[src/rtl/core/ppid_pkg.sv]
`timescale 1ns / 1ps
package ppid_pkg;

  typedef struct packed {
    logic [15:0] halfword;
    logic        frame_start;
  } in_word_t;

  typedef struct packed {
    logic       kind;
    logic [1:0] error_code;
    logic [7:0] red;
    logic [7:0] green;
    logic [7:0] blue;
    logic [7:0] alpha;
    logic       last_pixel;
  } out_word_t;

  typedef enum logic [3:0] {
    PH_IDLE, PH_VERSION, PH_WIDTH, PH_HEIGHT, PH_EXTRA,
    PH_RED, PH_GREEN, PH_BLUE, PH_ALPHA, PH_PIXELS, PH_PRODUCT
  } phase_t;

  localparam logic       KIND_PIXEL = 1'b0;
  localparam logic       KIND_ERROR = 1'b1;
  localparam logic [1:0] ERR_NONE = 2'd0;
  localparam logic [1:0] ERR_VERSION = 2'd1;
  localparam logic [1:0] ERR_SIZE = 2'd2;

  typedef enum logic [1:0] {
    CMD_PIXEL, CMD_ERR_VERSION, CMD_ERR_SIZE
  } cmd_kind_t;

  typedef struct packed {
    cmd_kind_t   cmd;
    logic [15:0] pixel;
    logic [4:0]  red_bits;
    logic [4:0]  green_bits;
    logic [4:0]  blue_bits;
    logic [4:0]  alpha_bits;
    logic        last_pixel;
  } cmd_t;

  // field*255/mask for a field of 1..16 bits, mask = 2^b-1.
  // f/mask is the b-bit field repeated as a binary fraction, so its top 8 bits
  // give floor(f*256/mask); that is the wanted value or one above it, and a
  // single compare settles which.
  function automatic logic [7:0] expand(input logic [15:0] px, input logic [4:0] bits,
                                        input logic [5:0] shift, input logic [7:0] none);
    logic [15:0] mask;
    logic [15:0] field;
    logic [7:0]  top;
    logic [4:0]  k;
    logic [24:0] rhs;
    logic [24:0] lhs;
    if (bits == 5'd0) begin
      return none;
    end
    mask = 16'((17'd1 << bits) - 17'd1);
    field = (shift >= 6'd16) ? 16'd0 : ((px >> shift[3:0]) & mask);
    k = bits - 5'd1;
    for (int j = 7; j >= 0; j--) begin
      top[j] = field[k[3:0]];
      k = (k == 5'd0) ? (bits - 5'd1) : (k - 5'd1);
    end
    rhs = 25'(top) * 25'(mask);
    lhs = 25'(field) * 25'd255;
    if (rhs > lhs) begin
      top = top - 8'd1;
    end
    return top;
  endfunction

endpackage

[src/rtl/core/ppid_front.sv]
`timescale 1ns / 1ps
module ppid_front (
  input  logic              clk,
  input  logic              rst,
  input  logic              in_valid,
  output logic              in_ready,
  input  ppid_pkg::in_word_t in_data,
  output logic              cmd_valid,
  input  logic              cmd_ready,
  output ppid_pkg::cmd_t    cmd_data
);

  ppid_pkg::phase_t phase, phase_next;
  logic [15:0] low_half, low_half_next;
  logic        have_low, have_low_next;
  logic        is_v0, is_v0_next;
  logic [31:0] width, width_next;
  logic [31:0] height, height_next;
  logic [4:0]  rbits, gbits, bbits, abits;
  logic [4:0]  rbits_next, gbits_next, bbits_next, abits_next;
  logic [31:0] left, left_next;
  logic [31:0] word;
  logic [4:0]  clamp;
  logic        acc;

  assign word = {in_data.halfword, low_half};
  assign clamp = (word > 32'd16) ? 5'd16 : word[4:0];
  assign in_ready = (phase != ppid_pkg::PH_PRODUCT) && (!cmd_valid || cmd_ready);
  assign acc = in_valid && in_ready;

  logic        emit;
  ppid_pkg::cmd_t cmd_next;

  always_comb begin
    phase_next = phase;
    low_half_next = low_half;
    have_low_next = have_low;
    is_v0_next = is_v0;
    width_next = width;
    height_next = height;
    rbits_next = rbits;
    gbits_next = gbits;
    bbits_next = bbits;
    abits_next = abits;
    left_next = left;
    emit = 1'b0;
    cmd_next = '{cmd: ppid_pkg::CMD_PIXEL, pixel: in_data.halfword, red_bits: rbits,
                 green_bits: gbits, blue_bits: bbits, alpha_bits: abits,
                 last_pixel: (left == 32'd1)};
    if (phase == ppid_pkg::PH_PRODUCT) begin
      left_next = width * height;
      phase_next = (left_next == 32'd0) ? ppid_pkg::PH_IDLE : ppid_pkg::PH_PIXELS;
    end else if (acc) begin
      if (in_data.frame_start) begin
        phase_next = ppid_pkg::PH_VERSION;
        low_half_next = in_data.halfword;
        have_low_next = 1'b1;
      end else if (phase == ppid_pkg::PH_PIXELS) begin
        emit = 1'b1;
        left_next = left - 32'd1;
        if (left == 32'd1) begin
          phase_next = ppid_pkg::PH_IDLE;
        end
      end else if (phase != ppid_pkg::PH_IDLE) begin
        if (!have_low) begin
          low_half_next = in_data.halfword;
          have_low_next = 1'b1;
        end else begin
          have_low_next = 1'b0;
          case (phase)
            ppid_pkg::PH_VERSION: begin
              if (word > 32'd1) begin
                phase_next = ppid_pkg::PH_IDLE;
                emit = 1'b1;
                cmd_next.cmd = ppid_pkg::CMD_ERR_VERSION;
              end else begin
                is_v0_next = (word == 32'd0);
                phase_next = ppid_pkg::PH_WIDTH;
              end
            end
            ppid_pkg::PH_WIDTH: begin
              width_next = word;
              phase_next = ppid_pkg::PH_HEIGHT;
            end
            ppid_pkg::PH_HEIGHT: begin
              height_next = word;
              if (width == 32'd0 || word == 32'd0) begin
                phase_next = ppid_pkg::PH_IDLE;
                emit = 1'b1;
                cmd_next.cmd = ppid_pkg::CMD_ERR_SIZE;
              end else begin
                phase_next = is_v0 ? ppid_pkg::PH_EXTRA : ppid_pkg::PH_RED;
              end
            end
            ppid_pkg::PH_EXTRA: phase_next = ppid_pkg::PH_RED;
            ppid_pkg::PH_RED: begin
              rbits_next = clamp;
              phase_next = ppid_pkg::PH_GREEN;
            end
            ppid_pkg::PH_GREEN: begin
              gbits_next = clamp;
              phase_next = ppid_pkg::PH_BLUE;
            end
            ppid_pkg::PH_BLUE: begin
              bbits_next = clamp;
              phase_next = ppid_pkg::PH_ALPHA;
            end
            ppid_pkg::PH_ALPHA: begin
              abits_next = clamp;
              phase_next = ppid_pkg::PH_PRODUCT;
            end
            default: phase_next = phase;
          endcase
        end
      end
    end
  end

  always_ff @(posedge clk) begin
    if (rst) begin
      phase <= ppid_pkg::PH_IDLE;
      have_low <= 1'b0;
      low_half <= 16'd0;
      is_v0 <= 1'b0;
      width <= 32'd0;
      height <= 32'd0;
      rbits <= 5'd0;
      gbits <= 5'd0;
      bbits <= 5'd0;
      abits <= 5'd0;
      left <= 32'd0;
      cmd_valid <= 1'b0;
    end else begin
      phase <= phase_next;
      have_low <= have_low_next;
      low_half <= low_half_next;
      is_v0 <= is_v0_next;
      width <= width_next;
      height <= height_next;
      rbits <= rbits_next;
      gbits <= gbits_next;
      bbits <= bbits_next;
      abits <= abits_next;
      left <= left_next;
      if (emit) begin
        cmd_valid <= 1'b1;
      end else if (cmd_ready) begin
        cmd_valid <= 1'b0;
      end
    end
  end

  always_ff @(posedge clk) begin
    if (emit) begin
      cmd_data <= cmd_next;
    end
  end

endmodule

[src/rtl/core/ppid_back.sv]
`timescale 1ns / 1ps
module ppid_back (
  input  logic               clk,
  input  logic               rst,
  input  logic               cmd_valid,
  output logic               cmd_ready,
  input  ppid_pkg::cmd_t     cmd_data,
  output logic               out_valid,
  input  logic               out_ready,
  output ppid_pkg::out_word_t out_data
);

  ppid_pkg::out_word_t res;
  logic [5:0] sb, sg, sr;

  assign cmd_ready = !out_valid || out_ready;
  assign sb = 6'd0;
  assign sg = 6'(cmd_data.blue_bits);
  assign sr = 6'(cmd_data.blue_bits) + 6'(cmd_data.green_bits);

  always_comb begin
    res = '0;
    case (cmd_data.cmd)
      ppid_pkg::CMD_PIXEL: begin
        res.kind = ppid_pkg::KIND_PIXEL;
        res.error_code = ppid_pkg::ERR_NONE;
        res.red = ppid_pkg::expand(cmd_data.pixel, cmd_data.red_bits, sr, 8'd0);
        res.green = ppid_pkg::expand(cmd_data.pixel, cmd_data.green_bits, sg, 8'd0);
        res.blue = ppid_pkg::expand(cmd_data.pixel, cmd_data.blue_bits, sb, 8'd0);
        res.alpha = ppid_pkg::expand(cmd_data.pixel, cmd_data.alpha_bits,
                                     sr + 6'(cmd_data.red_bits), 8'hff);
        res.last_pixel = cmd_data.last_pixel;
      end
      ppid_pkg::CMD_ERR_VERSION: begin
        res.kind = ppid_pkg::KIND_ERROR;
        res.error_code = ppid_pkg::ERR_VERSION;
      end
      ppid_pkg::CMD_ERR_SIZE: begin
        res.kind = ppid_pkg::KIND_ERROR;
        res.error_code = ppid_pkg::ERR_SIZE;
      end
      default: res = '0;
    endcase
  end

  always_ff @(posedge clk) begin
    if (rst) begin
      out_valid <= 1'b0;
    end else if (cmd_ready) begin
      out_valid <= cmd_valid;
    end
  end

  always_ff @(posedge clk) begin
    if (cmd_valid && cmd_ready) begin
      out_data <= res;
    end
  end

endmodule

[src/rtl/core/packed_pixel_image_decoder.sv]
`timescale 1ns / 1ps
// Packed 16-bit pixel image decoder.
// in channel: in_valid/in_ready carry one halfword word of the file, with
//   frame_start on the first word of each file.
// out channel: out_valid/out_ready carry one result word per pixel or per
//   header error; header words give none.
// Path: an accepted word's command is registered in the front, and its
//   result is then registered in the back stage's output register.
// Throughput: one word per cycle while the command register has room; after
//   the alpha bit count a product state forms the pixel count width*height,
//   input held off then. Front parser feeds a one-entry command register; the
//   back stage expands channels into an output register, so each side stalls on its own.
// Reset: parser idles waiting for frame_start; nothing is pending.
// When the receiver stalls, out_ready low holds the result, the command
//   register fills and then in_ready drops.
module packed_pixel_image_decoder (
  input  logic                clk,
  input  logic                rst,
  input  logic                in_valid,
  output logic                in_ready,
  input  ppid_pkg::in_word_t  in_data,
  output logic                out_valid,
  input  logic                out_ready,
  output ppid_pkg::out_word_t out_data
);

  logic           cmd_valid;
  logic           cmd_ready;
  ppid_pkg::cmd_t cmd_data;

  ppid_front u_front (
    .clk(clk), .rst(rst), .in_valid(in_valid), .in_ready(in_ready), .in_data(in_data),
    .cmd_valid(cmd_valid), .cmd_ready(cmd_ready), .cmd_data(cmd_data)
  );

  ppid_back u_back (
    .clk(clk), .rst(rst), .cmd_valid(cmd_valid), .cmd_ready(cmd_ready),
    .cmd_data(cmd_data), .out_valid(out_valid), .out_ready(out_ready),
    .out_data(out_data)
  );

endmodule
[config.mk]
export PLATFORM = sky130hd
export DESIGN_NAME = packed_pixel_image_decoder
export DESIGN_NICKNAME = d
export VERILOG_FILES = /design/src/rtl/core/ppid_pkg.sv /design/src/rtl/core/ppid_front.sv /design/src/rtl/core/ppid_back.sv /design/src/rtl/core/packed_pixel_image_decoder.sv
export SDC_FILE = /design/constraint.sdc
export NUM_CORES = 2
export LEC_CHECK = 0
export CAP_MARGIN = 20
export CORE_MARGIN = 5
export CORE_UTILIZATION = 65
export CTS_CLUSTER_SIZE = 20
export DETAILED_ROUTE_END_ITERATION = 8
export DONT_BUFFER_PORTS = 1
export GPL_ROUTABILITY_DRIVEN = 0
export GPL_TIMING_DRIVEN = 0
export PLACE_DENSITY = 0.92
export SYNTH_ARGS = -nofsm -noshare
export SYNTH_HDL_FRONTEND = slang
export SYNTH_SLANG_ARGS = --single-unit
export TNS_END_PERCENT = 50
[constraint.sdc]
create_clock -name clk -period 27.9 [get_ports clk]
set_clock_uncertainty 0.15 [all_clocks]
set_input_delay 5.58 -clock clk [delete_from_list [all_inputs] [get_ports clk]]
set_output_delay 5.58 -clock clk [all_outputs]
set_load 0.005 [all_outputs]
==> flow_summary.toml <==
[run_status]
status = "complete, but fails checks"
violations = "design-rule violations"

[die]
num_io_pins = 59
start_util_pct = 65.4
fp.dieArea_um2 = 111000
core_um2 = 103000
die_h_um = 333
rows = 118
die_width_um = 333

[cells_and_area]
instances_no_fill = 9501
area_growth_pct = 4.69
final_common_cell = "inv_1"
final_nets = 9794
final_cell_mix = "1427 x inv_1, 1091 x nand2_1, 1027 x fa_1, 653 x ha_1, 503 x nor2_1"
fillCellCount = 7077
layout-drive-gt1-share_pct = 4.77

[yosys]
synth_nets = 9722
yosysWarnings = 0
synth_area_um2 = 67700
yosysSeqAreaShare_pct = 7.47
ys.flop_type = "dfxtp_1"
synthDistinctLibCells = 133
syn_inst = 8021
async_reset_ff_share_pct = 0
ys_seq_elements = 215
syn_avg_cell_area_um2 = 8.44
synth_area_leaders = "fa_1 30%, ha_1 12%, inv_1 7.9%"
synth_top_area_share_pct = 30.4
synth_edf_count = 75
yosysTopAreaCell = "fa_1"

[timing]
setup_viol = 0
report.final.hold_viol_count = 0
rsz0062_at_grt = "false"
min_period_over_period_pct = 77.9
maxSlewViolCount = 0
fmax_mhz = 46.0
max-slew-margin-rel_pct = 12.5
fin_ws_ps = 6170
worst_slew_pin_slew_ps = 1310
setup_tns_ps = 0
min_period_ps = 21730

[power]
ir_worst_vdd_mv = 0.104
cellPowerDensity_nw_per_um2 = 30.8
p_leak_uw = 0.0334

[critical_path]
required_ps = 28220
slowest_delay_ps = 730
critPathSlowestCell = "xnor2_1"
crit_fanout = 10
path_class = "flop to flop"
worst_path_most_repeated_cell = "inv_1"
crit_path_end_kind = "flop"
startpoint_type = "flop"
crit_arrival_ps = 22040

[routing]
first_pass_iters = 9
wl_per_cell_um = 21.2
vias_per_cell = 6.54
routed_wl_mm = 201
vias = 62200
drt-initial-drc-count = 8630
drcViolationCount = 136
ant_nets = 0

[global_route]
grt_max_degree = 40
first_global_vias = 64700
antenna_found_initial = 6
gr-total-overflow = 0
grt.total_usage_pct = 35.5
grt_first_pass_wirelength_mm = 323

[place]
post-place-cells = 9437
place_ws_ps = 6740
dpl.hpwl_mm = 160
numPortBuffers = 0

[clock_tree]
cts.repair.resized = 0
clk_latency_ps = 640
cts-root-buf = "clkbuf_16"
clock_sinks = 215
clk_path_buf_depth = 3
post_cts_buffers = 0
numCtsBuffers = 27
clk_pin_slew_worst_paths_ps = 70
cts_tree = "built"
cts-htree-levels = 1
cts_hold_buf = 0

[worst_hold_path]
worstHoldPathType = "flop to flop"

[flow_run]
drv_cap = 0
## stage by stage
stage	hold slack [ps]	instance area, um^2	util, %	power (uW)
floorplan	258	67700	-	1370
global placement	263	69400	67.0	1670
detailed placement	268	69900	67.5	1760
CTS	279	70800	68.4	2150
global route	284	70800	68.4	2370
finish	278	70800	68.4	2180
## synth_stat cells (29+ instances only)
| master | number |
|---|---|
| a211oi_1 | 67 |
| a21o_1 | 44 |
| a21oi_1 | 418 |
| a31oi_1 | 51 |
| and2_1 | 196 |
| and3_1 | 47 |
| buf_1 | 29 |
| clkbuf_1 | 290 |
| dfxtp_1 | 140 |
| edfxtp_1 | 75 |
| fa_1 | 1027 |
| ha_1 | 653 |
| inv_1 | 1427 |
| mux2_2 | 30 |
| mux2i_1 | 178 |
| mux4_2 | 86 |
| nand2_1 | 1092 |
| nand2b_1 | 85 |
| nand3_1 | 85 |
| nand4_1 | 54 |
| nor2_1 | 504 |
| nor2b_1 | 85 |
| nor3_1 | 95 |
| nor4_1 | 37 |
| o211ai_1 | 48 |
| o21ai_0 | 145 |
| o21bai_1 | 112 |
| xnor2_1 | 279 |
| xor2_1 | 76 |
## power breakdown
group | internal [uW] | switching [uW]
Sequential | 325 | 3.71
Combinational | 607 | 876
Clock | 206 | 167
Total | 1140 | 1050
## critical path: cells and delay by family, from the launching register on
kind / cells / cell delay, ps
mux: 7 / 2670
compound gates: 31 / 6930
simple gates: 12 / 2980
fa+ha+maj: 12 / 4170
buf+inv: 16 / 2290
xor+xnor: 5 / 1870
flops: 1 / 450
## path summary, 6_finish.rpt
kind	from	end	slack, ps	cells after the start
setup / recovery	u_front.cmd_data[11]	u_back.out_data[24]	6170	83
hold / removal	u_front.gbits[2]	u_front.cmd_data[13]	280	0
setup reg to reg	u_front.cmd_data[11]	u_back.out_data[24]	6170	83
hold reg to reg	u_front.gbits[2]	u_front.cmd_data[13]	280	0
## area by class of cell
cell class,count,area [um^2],area share [%]
plain buffers,361,1490,2.11
diodes,7,17.5,0.0247
multi-input cells,6005,55900,78.9
flip-flops and latches,215,5050,7.14
clock buffers,36,729,1.03
clock inverters,14,166,0.235
inverters,1440,5410,7.63
well taps,1380,1730,2.44
repair buffers,43,369,0.521
## cell families after synthesis
group	share of synthesized area (%)
XOR/XNOR	4.82
adder cells (fa/ha/maj)	42.5
flip-flops	7.47
AO/OA/AOI/OAI	12.2
buffers and inverters	10.2
AND/OR/NAND/NOR	16.5
multiplexers	6.30
## layer usage
| layer | wire length [um] | track usage (%) | vias up |
|---|---|---|---|
| li1 | - | - | 26200 |
| met1 | 66600 | 41.3 | 29400 |
| met2 | 91400 | 57.8 | 4978 |
| met3 | 26400 | 10.6 | 1626 |
| met4 | 16800 | 22.2 | 8 |
| met5 | 66 | 0 | - |
## flip-flops by register name, summed over array words and instances (netlist names)
| register | flops |
|---|---|
| u_back.out_data | 36 |
| u_back.out_valid | 1 |
| u_front.abits | 5 |
| u_front.bbits | 5 |
| u_front.cmd_data | 39 |
| u_front.cmd_valid | 1 |
| u_front.gbits | 5 |
| u_front.have_low | 1 |
| u_front.height | 32 |
| u_front.is_v0 | 1 |
| u_front.left | 32 |
| u_front.low_half | 16 |
| u_front.phase | 4 |
| u_front.rbits | 5 |
| u_front.width | 32 |
Note: power is estimated with default switching activity, not from simulation.
